==> config.mk <==
export PLATFORM = sky130hd
export DESIGN_NAME = multichannel_trimmed_mean_adc
export DESIGN_NICKNAME = d
export VERILOG_FILES = /design/src/rtl/core/tmadc_pkg.sv /design/src/rtl/core/multichannel_trimmed_mean_adc.sv /design/src/rtl/core/tmadc_div.sv /design/src/rtl/core/tmadc_datapath.sv /design/src/rtl/core/tmadc_ctrl.sv
export SDC_FILE = /design/constraint.sdc
export NUM_CORES = 2
export LEC_CHECK = 0
export CORE_MARGIN = 5
export CORE_UTILIZATION = 45
export DETAILED_ROUTE_END_ITERATION = 8
export DONT_BUFFER_PORTS = 1
export PLACE_DENSITY = 0.7
export SYNTH_ARGS = -nofsm -noshare
export SYNTH_HDL_FRONTEND = slang
export SYNTH_SLANG_ARGS = --single-unit
==> constraint.sdc <==
create_clock -name clk -period 7.1 [get_ports clk]
set_clock_uncertainty 0.1 [all_clocks]
set_input_delay 0.71 -clock clk [delete_from_list [all_inputs] [get_ports clk]]
set_output_delay 0.71 -clock clk [all_outputs]
set_load 0.05 [all_outputs]
==> src/rtl/core/tmadc_pkg.sv <==
// ----------------------------------------------------------------------------
// tmadc_pkg
// Shared types, widths and constants of the multichannel trimmed-mean filter.
// ----------------------------------------------------------------------------
`default_nettype none

package tmadc_pkg;

  localparam int DEF_MAX_CHANNELS = 8;
  localparam int DEF_MAX_SAMPLES  = 32;

  localparam int SAMPLE_W    = 16;
  localparam int VREF_W      = 16;
  localparam int FS_W        = 17;
  localparam int CHAN_OUT_W  = 3;
  localparam int OUT_TDATA_W = 40;
  localparam int CFG_IDX_W   = 3;
  localparam int CFG_DATA_W  = 17;

  // effective counts are compared at this width (holds MAX_SAMPLES plus one)
  localparam int CNT_W = 9;

  // shared divider: 32-bit dividend, 17-bit divisor
  localparam int DIV_W     = 32;
  localparam int DIVISOR_W = 17;

  localparam logic [SAMPLE_W-1:0] SAT_VALUE = 16'hFFFF;

  localparam logic [3:0]        RST_CHANNELS = 4'd1;
  localparam logic [5:0]        RST_SAMPLES  = 6'd1;
  localparam logic [VREF_W-1:0] RST_VREF     = 16'd3300;
  localparam logic [FS_W-1:0]   RST_FS       = 17'd4096;

  typedef enum logic [CFG_IDX_W-1:0] {
    REG_ENABLE   = 3'd0,
    REG_CHANNELS = 3'd1,
    REG_SAMPLES  = 3'd2,
    REG_VREF     = 3'd3,
    REG_FS       = 3'd4
  } cfg_reg_t;

  typedef enum logic [2:0] {
    ST_IDLE,
    ST_MEAN,
    ST_MEAN_WAIT,
    ST_SCALE,
    ST_MV,
    ST_MV_WAIT,
    ST_OUT
  } state_t;

  typedef struct packed {
    logic update;
    logic div_start_mean;
    logic scale;
    logic div_start_mv;
    logic load_out;
    logic next_ch;
    logic clear_batch;
  } ctrl_cmd_t;

  typedef struct packed {
    logic enabled;
    logic batch_end;
    logic last_ch;
    logic div_done;
    logic out_full;
  } dp_status_t;

endpackage

`default_nettype wire

==> src/rtl/core/multichannel_trimmed_mean_adc.sv <==
// ----------------------------------------------------------------------------
// multichannel_trimmed_mean_adc
// Trimmed-mean filter over interleaved ADC channels with millivolt scaling.
// ----------------------------------------------------------------------------
// Samples are taken one per cycle while no batch is being finished, each one
// updating the sum, minimum and maximum of its channel in that cycle. After the
// last sample of a batch the input stalls while each channel in turn goes
// through the shared bit-serial divider twice (trimmed mean, then millivolts);
// each channel's time is set by the two 32-step divisions, plus any wait for
// the result register to be taken. The input reopens after the last result
// is loaded. Samples arriving while disabled are taken and dropped.
`default_nettype none

module multichannel_trimmed_mean_adc #(
  parameter int MAX_CHANNELS = tmadc_pkg::DEF_MAX_CHANNELS,
  parameter int MAX_SAMPLES  = tmadc_pkg::DEF_MAX_SAMPLES
) (
  input  wire                                 clk,
  input  wire                                 rst,
  input  wire                                 s_tvalid,
  output logic                                s_tready,
  input  wire  [tmadc_pkg::SAMPLE_W-1:0]      s_tdata,   // [15:0] sample
  output logic                                m_tvalid,
  input  wire                                 m_tready,
  // [2:0] channel, [18:3] filtered_raw, [34:19] millivolts, [39:35] zero
  output logic [tmadc_pkg::OUT_TDATA_W-1:0]   m_tdata,
  output logic                                m_tlast,   // batch_last
  input  wire                                 cfg_valid,
  output logic                                cfg_ready,
  input  wire  [tmadc_pkg::CFG_IDX_W-1:0]     cfg_index,
  input  wire  [tmadc_pkg::CFG_DATA_W-1:0]    cfg_data
);

  tmadc_pkg::ctrl_cmd_t  cmd;
  tmadc_pkg::dp_status_t status;

  assign cfg_ready = 1'b1;

  tmadc_ctrl u_ctrl (
    .clk      (clk),
    .rst      (rst),
    .s_tvalid (s_tvalid),
    .s_tready (s_tready),
    .status   (status),
    .cmd      (cmd)
  );

  tmadc_datapath #(
    .MAX_CHANNELS (MAX_CHANNELS),
    .MAX_SAMPLES  (MAX_SAMPLES)
  ) u_datapath (
    .clk       (clk),
    .rst       (rst),
    .cmd       (cmd),
    .status    (status),
    .sample    (s_tdata),
    .cfg_valid (cfg_valid),
    .cfg_index (cfg_index),
    .cfg_data  (cfg_data),
    .m_tvalid  (m_tvalid),
    .m_tready  (m_tready),
    .m_tdata   (m_tdata),
    .m_tlast   (m_tlast)
  );

  // a waiting result is never overwritten
  assert property (@(posedge clk) disable iff (rst)
    cmd.load_out |-> !(m_tvalid && !m_tready))
    else $error("result register overwritten while a request waits");

  // divisions only run while the input is closed
  assert property (@(posedge clk) disable iff (rst)
    status.div_done |-> !s_tready)
    else $error("divider finished while samples are being taken");

  // at most one datapath action per cycle
  assert property (@(posedge clk) disable iff (rst)
    $onehot0({cmd.update, cmd.div_start_mean, cmd.scale, cmd.div_start_mv, cmd.load_out}))
    else $error("conflicting datapath commands");

  // a sample is only folded in when one is taken
  assert property (@(posedge clk) disable iff (rst)
    cmd.update |-> (s_tvalid && s_tready && status.enabled))
    else $error("accumulator update without an accepted sample");

endmodule

`default_nettype wire

==> src/rtl/core/tmadc_div.sv <==
// ----------------------------------------------------------------------------
// tmadc_div
// Restoring divider, one quotient bit per cycle, done pulse after the last bit.
// ----------------------------------------------------------------------------
`default_nettype none

module tmadc_div (
  input  wire                                 clk,
  input  wire                                 rst,
  input  wire                                 start,
  input  wire  [tmadc_pkg::DIV_W-1:0]         dividend,
  input  wire  [tmadc_pkg::DIVISOR_W-1:0]     divisor,
  output logic [tmadc_pkg::DIV_W-1:0]         quotient,
  output logic                                done
);

  localparam int DW  = tmadc_pkg::DIV_W;
  localparam int RW  = tmadc_pkg::DIVISOR_W;
  localparam int CW  = $clog2(DW);

  logic          busy;
  logic [CW-1:0] cnt;
  logic [RW-1:0] rem;
  logic [RW-1:0] dvs;
  logic [RW:0]   rem_sh;
  logic          ge;

  assign rem_sh = {rem, quotient[DW-1]};
  assign ge     = rem_sh >= {1'b0, dvs};

  always_ff @(posedge clk) begin
    if (rst) begin
      busy <= 1'b0;
      done <= 1'b0;
      cnt  <= '0;
    end else begin
      done <= 1'b0;
      if (start) begin
        busy <= 1'b1;
        cnt  <= '0;
      end else if (busy) begin
        cnt <= cnt + CW'(1);
        if (cnt == CW'(DW - 1)) begin
          busy <= 1'b0;
          done <= 1'b1;
        end
      end
    end
  end

  always_ff @(posedge clk) begin
    if (start) begin
      rem      <= '0;
      dvs      <= divisor;
      quotient <= dividend;
    end else if (busy) begin
      if (ge) begin
        rem <= RW'(rem_sh - {1'b0, dvs});
      end else begin
        rem <= rem_sh[RW-1:0];
      end
      quotient <= {quotient[DW-2:0], ge};
    end
  end

endmodule

`default_nettype wire

==> src/rtl/core/tmadc_datapath.sv <==
// ----------------------------------------------------------------------------
// tmadc_datapath
// Configuration registers, per-channel accumulators, scaling and result register.
// ----------------------------------------------------------------------------
`default_nettype none

module tmadc_datapath #(
  parameter int MAX_CHANNELS = tmadc_pkg::DEF_MAX_CHANNELS,
  parameter int MAX_SAMPLES  = tmadc_pkg::DEF_MAX_SAMPLES
) (
  input  wire                                   clk,
  input  wire                                   rst,
  input  wire tmadc_pkg::ctrl_cmd_t             cmd,
  output tmadc_pkg::dp_status_t                 status,
  input  wire  [tmadc_pkg::SAMPLE_W-1:0]        sample,
  input  wire                                   cfg_valid,
  input  wire  [tmadc_pkg::CFG_IDX_W-1:0]       cfg_index,
  input  wire  [tmadc_pkg::CFG_DATA_W-1:0]      cfg_data,
  output logic                                  m_tvalid,
  input  wire                                   m_tready,
  output logic [tmadc_pkg::OUT_TDATA_W-1:0]     m_tdata,
  output logic                                  m_tlast
);

  localparam int CH_IDX_W = (MAX_CHANNELS > 1) ? $clog2(MAX_CHANNELS) : 1;
  localparam int SP_W     = $clog2(MAX_SAMPLES + 1);
  localparam int SW       = tmadc_pkg::SAMPLE_W;
  localparam int SUM_W    = SW + $clog2(MAX_SAMPLES);
  localparam int CNT_W    = tmadc_pkg::CNT_W;
  localparam int DW       = tmadc_pkg::DIV_W;
  localparam int RW       = tmadc_pkg::DIVISOR_W;

  // configuration
  logic                         enable;
  logic [3:0]                   chan_count;
  logic [5:0]                   smp_count;
  logic [tmadc_pkg::VREF_W-1:0] vref_mv;
  logic [tmadc_pkg::FS_W-1:0]   full_scale;

  logic [CNT_W-1:0] cc_ext;
  logic [CNT_W-1:0] sc_ext;
  logic [CNT_W-1:0] nch;
  logic [CNT_W-1:0] nsmp;

  // per-channel accumulators
  logic [SUM_W-1:0]        sum_mem [MAX_CHANNELS];
  logic [SW-1:0]           min_mem [MAX_CHANNELS];
  logic [SW-1:0]           max_mem [MAX_CHANNELS];
  logic [MAX_CHANNELS-1:0] ent_valid;

  logic [CH_IDX_W-1:0] chpos;
  logic [SP_W-1:0]     spos;

  logic [SUM_W-1:0] rd_sum;
  logic [SW-1:0]    rd_min;
  logic [SW-1:0]    rd_max;
  logic [SUM_W-1:0] new_sum;
  logic             ch_wrap;
  logic             smp_wrap;
  logic             cfg_we;
  logic             restart;

  // scaling
  logic [SUM_W-1:0] mean_num;
  logic [RW-1:0]    mean_den;
  logic [DW-1:0]    div_dividend;
  logic [RW-1:0]    div_divisor;
  logic [DW-1:0]    quotient;
  logic             div_done;
  logic [SW-1:0]    filt;
  logic [DW-1:0]    prod;
  logic [SW-1:0]    mv_sat;

  // result register
  logic [tmadc_pkg::CHAN_OUT_W-1:0] out_chan;
  logic [SW-1:0]                    out_raw;
  logic [SW-1:0]                    out_mv;

  assign cc_ext = CNT_W'(chan_count);
  assign sc_ext = CNT_W'(smp_count);

  always_comb begin
    priority if (cc_ext == '0) nch = CNT_W'(1);
    else if (cc_ext > CNT_W'(MAX_CHANNELS)) nch = CNT_W'(MAX_CHANNELS);
    else nch = cc_ext;
    priority if (sc_ext == '0) nsmp = CNT_W'(1);
    else if (sc_ext > CNT_W'(MAX_SAMPLES)) nsmp = CNT_W'(MAX_SAMPLES);
    else nsmp = sc_ext;
  end

  // entries not touched since the last restart or batch clear read as their cleared values
  assign rd_sum = ent_valid[chpos] ? sum_mem[chpos] : '0;
  assign rd_min = ent_valid[chpos] ? min_mem[chpos] : tmadc_pkg::SAT_VALUE;
  assign rd_max = ent_valid[chpos] ? max_mem[chpos] : '0;
  assign new_sum = rd_sum + SUM_W'(sample);

  assign ch_wrap  = (CNT_W'(chpos) + CNT_W'(1)) == nch;
  assign smp_wrap = (CNT_W'(spos) + CNT_W'(1)) == nsmp;

  assign cfg_we  = cfg_valid;
  assign restart = cfg_we &&
                   (((cfg_index == tmadc_pkg::REG_ENABLE) && cfg_data[0] && !enable) ||
                    (cfg_index == tmadc_pkg::REG_CHANNELS) ||
                    (cfg_index == tmadc_pkg::REG_SAMPLES));

  always_ff @(posedge clk) begin
    if (rst) begin
      enable     <= 1'b0;
      chan_count <= tmadc_pkg::RST_CHANNELS;
      smp_count  <= tmadc_pkg::RST_SAMPLES;
      vref_mv    <= tmadc_pkg::RST_VREF;
      full_scale <= tmadc_pkg::RST_FS;
    end else if (cfg_we) begin
      unique case (cfg_index)
        tmadc_pkg::REG_ENABLE:   enable     <= cfg_data[0];
        tmadc_pkg::REG_CHANNELS: chan_count <= cfg_data[3:0];
        tmadc_pkg::REG_SAMPLES:  smp_count  <= cfg_data[5:0];
        tmadc_pkg::REG_VREF:     vref_mv    <= cfg_data[tmadc_pkg::VREF_W-1:0];
        tmadc_pkg::REG_FS:       full_scale <= cfg_data[tmadc_pkg::FS_W-1:0];
        default: ;
      endcase
    end
  end

  always_ff @(posedge clk) begin
    if (rst) begin
      chpos     <= '0;
      spos      <= '0;
      ent_valid <= '0;
    end else if (restart || cmd.clear_batch) begin
      chpos     <= '0;
      spos      <= '0;
      ent_valid <= '0;
    end else if (cmd.update) begin
      ent_valid[chpos] <= 1'b1;
      if (ch_wrap) begin
        chpos <= '0;
        spos  <= spos + SP_W'(1);
      end else begin
        chpos <= chpos + CH_IDX_W'(1);
      end
    end else if (cmd.next_ch) begin
      chpos <= chpos + CH_IDX_W'(1);
    end
  end

  always_ff @(posedge clk) begin
    if (cmd.update) begin
      sum_mem[chpos] <= new_sum;
      min_mem[chpos] <= (sample < rd_min) ? sample : rd_min;
      max_mem[chpos] <= (sample > rd_max) ? sample : rd_max;
    end
  end

  // trimmed mean drops min and max once a channel has more than two samples
  always_comb begin
    if (nsmp <= CNT_W'(2)) begin
      mean_num = rd_sum;
      mean_den = RW'(nsmp);
    end else begin
      mean_num = rd_sum - SUM_W'(rd_min) - SUM_W'(rd_max);
      mean_den = RW'(nsmp - CNT_W'(2));
    end
  end

  assign div_dividend = cmd.div_start_mv ? prod : DW'(mean_num);
  assign div_divisor  = cmd.div_start_mv ? full_scale : mean_den;

  tmadc_div u_div (
    .clk      (clk),
    .rst      (rst),
    .start    (cmd.div_start_mean | cmd.div_start_mv),
    .dividend (div_dividend),
    .divisor  (div_divisor),
    .quotient (quotient),
    .done     (div_done)
  );

  always_ff @(posedge clk) begin
    if (cmd.scale) begin
      filt <= quotient[SW-1:0];
      prod <= DW'(quotient[SW-1:0]) * DW'(vref_mv);
    end
  end

  always_comb begin
    if (full_scale == '0) begin
      mv_sat = '0;
    end else if (quotient[DW-1:SW] != '0) begin
      mv_sat = tmadc_pkg::SAT_VALUE;
    end else begin
      mv_sat = quotient[SW-1:0];
    end
  end

  always_ff @(posedge clk) begin
    if (rst) begin
      m_tvalid <= 1'b0;
    end else if (cmd.load_out) begin
      m_tvalid <= 1'b1;
    end else if (m_tready) begin
      m_tvalid <= 1'b0;
    end
  end

  always_ff @(posedge clk) begin
    if (cmd.load_out) begin
      out_chan <= tmadc_pkg::CHAN_OUT_W'(chpos);
      out_raw  <= filt;
      out_mv   <= mv_sat;
      m_tlast  <= ch_wrap;
    end
  end

  assign m_tdata = tmadc_pkg::OUT_TDATA_W'({out_mv, out_raw, out_chan});

  assign status.enabled   = enable;
  assign status.batch_end = ch_wrap && smp_wrap;
  assign status.last_ch   = ch_wrap;
  assign status.div_done  = div_done;
  assign status.out_full  = m_tvalid && !m_tready;

endmodule

`default_nettype wire

==> src/rtl/core/tmadc_ctrl.sv <==
// ----------------------------------------------------------------------------
// tmadc_ctrl
// Sequencer: takes samples, then walks the channels through mean, scale, output.
// ----------------------------------------------------------------------------
`default_nettype none

module tmadc_ctrl (
  input  wire                         clk,
  input  wire                         rst,
  input  wire                         s_tvalid,
  output logic                        s_tready,
  input  wire tmadc_pkg::dp_status_t  status,
  output tmadc_pkg::ctrl_cmd_t        cmd
);

  tmadc_pkg::state_t state;
  tmadc_pkg::state_t state_next;

  always_ff @(posedge clk) begin
    if (rst) begin
      state <= tmadc_pkg::ST_IDLE;
    end else begin
      state <= state_next;
    end
  end

  always_comb begin
    state_next = state;
    cmd        = '0;
    s_tready   = 1'b0;
    unique case (state)
      tmadc_pkg::ST_IDLE: begin
        s_tready = 1'b1;
        // requests taken while disabled are dropped
        if (s_tvalid && status.enabled) begin
          cmd.update = 1'b1;
          if (status.batch_end) state_next = tmadc_pkg::ST_MEAN;
        end
      end
      tmadc_pkg::ST_MEAN: begin
        cmd.div_start_mean = 1'b1;
        state_next         = tmadc_pkg::ST_MEAN_WAIT;
      end
      tmadc_pkg::ST_MEAN_WAIT: begin
        if (status.div_done) state_next = tmadc_pkg::ST_SCALE;
      end
      tmadc_pkg::ST_SCALE: begin
        cmd.scale  = 1'b1;
        state_next = tmadc_pkg::ST_MV;
      end
      tmadc_pkg::ST_MV: begin
        cmd.div_start_mv = 1'b1;
        state_next       = tmadc_pkg::ST_MV_WAIT;
      end
      tmadc_pkg::ST_MV_WAIT: begin
        if (status.div_done) state_next = tmadc_pkg::ST_OUT;
      end
      tmadc_pkg::ST_OUT: begin
        if (!status.out_full) begin
          cmd.load_out = 1'b1;
          if (status.last_ch) begin
            cmd.clear_batch = 1'b1;
            state_next      = tmadc_pkg::ST_IDLE;
          end else begin
            cmd.next_ch = 1'b1;
            state_next  = tmadc_pkg::ST_MEAN;
          end
        end
      end
      default: state_next = tmadc_pkg::ST_IDLE;
    endcase
  end

endmodule

`default_nettype wire

==> impl_metrics.env <==
export IMPL_crit_type="flip-flop to flip-flop"
export IMPL_numCtsBuffers=69
export IMPL_gp_congestion=0.835
export IMPL_row_count=106
export IMPL_routed_wl_mm=86.7
export IMPL_yosysUniqueCellTypes=87
export IMPL_finalHoldViolCount=0
export IMPL_met1_length_mm=37.7
export IMPL_synth_edf_count=557
export IMPL_grt_pass1_wl_mm=137
export IMPL_vdd_drop_max_mv=0.180
export IMPL_tritoncts="yes"
export IMPL_setup_slack_ns=0.472
export IMPL_die_h_um=300
export IMPL_dieArea_sq_mm=0.0899
export IMPL_dp_final_hpwl_mm=58.9
export IMPL_wl_met2_mm=41.2
export IMPL_worstPathRequired_ns=7.33
export IMPL_insertedDiodeCount=0
export IMPL_slew_headroom_pct=19.5
export IMPL_cp_data_arrival_time_ns=6.86
export IMPL_status="complete, no violations"
export IMPL_topRoutingLayerUsed="met4"
export IMPL_drc_errors=0
export IMPL_p_leak_nw=16.1
export IMPL_drv_cap=0
export IMPL_drt_first_pass_iters=7
export IMPL_drv_slew=0
export IMPL_die_x_um=300
export IMPL_nNetsFinal=3484
export IMPL_ant_nets=0
export IMPL_synth_top_area_share_pct=44.3
export IMPL_ys_ff_latch=649
export IMPL_cpPeakStageDelay_ns=0.63
export IMPL_nFillCells=7048
export IMPL_startpoint_type="flip-flop"
export IMPL_vias=23200
export IMPL_ys_seq_area_share_pct=49.1
export IMPL_grt_ovfl_total=0
export IMPL_drive_above_1_share_pct=11.8
export IMPL_post_route_min_period_ns=6.63
export IMPL_rsz0062_at_grt="no"
export IMPL_grt_max_degree=58
export IMPL_syn_area_per_cell_sq_um=12.4
export IMPL_routed_wl_met3_mm=6.06
export IMPL_fmaxAchievable_mhz=151
export IMPL_synth_top_area_cell="edfxtp_1"
export IMPL_tightest_slew_ns=1.20
export IMPL_cp_end_kind="flip-flop"
export IMPL_multi_input_area_sq_mm=0.0174
export IMPL_synth_area_sq_mm=0.0378
export IMPL_clock_path_buffers=3
export IMPL_ys_flop_type="edfxtp_1"
export IMPL_numClockSinks=649
export IMPL_seq_area_sq_mm=0.0186
export IMPL_ys_warnings_count=0
export IMPL_clk_pin_slew_ns=0.06
export IMPL_hold_path_class="primary input to flip-flop"
export IMPL_core_area_sq_mm=0.0834
export IMPL_clkLatencyLatePin_ns=0.63
export IMPL_cpMaxStageDelayCell="edfxtp_1"
export IMPL_post_place_ws_ns=0.253
export IMPL_h_tree_depth=3
export IMPL_io_buffer_count=0
export IMPL_async_flop_share_pct=0
export IMPL_fin_tns_setup_ns=0
export IMPL_grt_util_all_layers_pct=19.4
export IMPL_start_util_pct=45.3
export IMPL_areaGrowthSynthToFinish_pct=9.91
export IMPL_critPathMaxFanout=11
export IMPL_crit_top_cell="fa_1"
export IMPL_power_density_mw_per_mm2=249
export IMPL_crit_path_cell_trace="buf_4 -> nand2_1 -> fa_1 -> inv_1 -> fa_1 -> fa_1 -> fa_1 -> fa_1 -> inv_1 -> fa_1 -> inv_1 -> ha_1 -> a21o_1 -> a21o_1 -> a31o_2 -> a21oi_1 -> o21ai_2 -> a2111oi_0 -> o21bai_1 -> a21oi_1 -> xnor2_1"
export IMPL_routedWlPerCell_um=20.8
export IMPL_setup_viol=0
export IMPL_synth_cells=3037
export IMPL_synth_area_top_cells="edfxtp_1 (44%), fa_1 (11%), ha_1 (6.3%), mux4_2 (6.2%), dfxtp_1 (4.9%)"
export IMPL_postCtsHoldBufs=0
export IMPL_io_pins=85
export IMPL_drt_iter0_markers=1733
export IMPL_viasPerCell=5.57
export IMPL_cts_root_buf="clkbuf_16"
export IMPL_period_share_pct=93.3
export IMPL_first_global_vias=23700
export IMPL_antenna_found_initial=0
## placed cells by master (no fill, tap or decap), types with 27 or more instances in the layout
| cell type | count |
|---|---|
| mux2_2 | 36 |
| nand2_1 | 315 |
| nor2_1 | 168 |
| xnor2_1 | 56 |
| fa_1 | 212 |
| nor3_1 | 27 |
| ha_1 | 191 |
| mux4_2 | 104 |
| inv_1 | 368 |
| and2_1 | 122 |
| a21o_1 | 33 |
| clkbuf_16 | 71 |
| edfxtp_1 | 557 |
| o21ai_0 | 84 |
| buf_4 | 60 |
| dfxtp_1 | 89 |
| a21oi_1 | 109 |
| mux2i_1 | 77 |
## worst paths after layout
check / from / to / slack (ns) / cells after the start
setup reg to reg: u_datapath.u_div.quotient[9] / u_datapath.prod[31] / 0.47 / 21
hold / removal: rst / u_datapath.enable / 0.05 / 1
hold reg to reg: u_datapath.filt[14] / u_datapath.out_raw[14] / 0.29 / 0
setup / recovery: u_datapath.u_div.quotient[9] / u_datapath.prod[31] / 0.47 / 21
## per-stage QoR
step / power (W) / hold slack [ns] / cell area [sq um] / cells / utilization (%)
after floorplan: 0.00621 / 0.300 / 37800 / 3041 / -
after global placement: 0.00674 / 0.305 / 39200 / 4044 / 46.9
after detailed placement: 0.00676 / 0.313 / 39200 / 4044 / 46.9
after CTS: 0.0104 / 0.0235 / 41500 / 4172 / 49.7
after global routing: 0.0109 / 0.0388 / 41500 / 4177 / 49.8
final: 0.0103 / 0.0462 / 41500 / 4177 / 49.8
## what timing repair did
item | 4_1_cts | 5_1_grt
gates resized for setup | 0 | 2
setup buffers | 0 | 5
endpoints found under the setup margin | 0 | 2
## cell type report
type                            instances  area share, %
Multi-Input combinational cell       1887           41.8
Inverter                              368           3.33
Clock buffer                           86           4.46
Clock inverter                         42           1.11
Tap cell                             1080           3.25
Timing Repair Buffer                   65           1.33
Sequential cell                       649           44.7
## critical path, delay by kind of cell, from the launching register on
family,cells,cell delay [ns]
compound gates,8,1.59
simple gates,1,0.10
flops,1,0.63
fa+ha+maj,7,3.40
xor+xnor,1,0.08
buf+inv,4,0.43
## sequential cells by signal, summed over array words and instances, names as in the netlist, 8 cells and up, named ones only
signal	count
u_datapath.vref_mv	16
u_datapath.min_mem	128
u_datapath.u_div.dvs	17
u_datapath.out_mv	16
u_datapath.max_mem	128
u_datapath.filt	16
u_datapath.ent_valid	8
u_datapath.prod	32
u_datapath.out_raw	16
u_datapath.full_scale	17
u_datapath.u_div.rem	17
u_datapath.u_div.quotient	32
u_datapath.sum_mem	168
## synthesized netlist by cell type (16+ instances only)
master	count
nand2b_1	16
nor2_1	176
o21ai_0	84
and2_1	122
nor2b_1	17
mux4_2	104
o21a_1	22
a21oi_1	110
edfxtp_1	557
nand3_1	24
o211ai_1	16
mux2_2	36
nor3_1	30
xnor2_1	56
xor2_1	23
a21o_1	33
fa_1	212
mux2i_1	77
clkbuf_1	101
nand2_1	315
inv_1	368
dfxtp_1	92
ha_1	191
## report_power, final
group | internal, W | switching [W]
Sequential | 0.00428 | 0.0000612
Combinational | 0.00103 | 0.00132
Clock | 0.00208 | 0.00157
Total | 0.00739 | 0.00295
## logic make-up after synthesis
group                    synth area share, %
adder cells (fa/ha/maj)                 17.6
multiplexers                            9.85
AO/OA/AOI/OAI                           6.81
AND/OR/NAND/NOR                         9.52
buffers and inverters                   5.29
flip-flops                              49.1
XOR/XNOR                                1.83
other                                 0.0199
## per-layer routing
layer	track usage [%]	vias to the layer above
met2	31.5	749
met3	3.46	122
met1	27.5	11700
met5	0	-
met4	4.65	0
li1	-	10600
No activity file was read; power rests on OpenSTA's default activity.
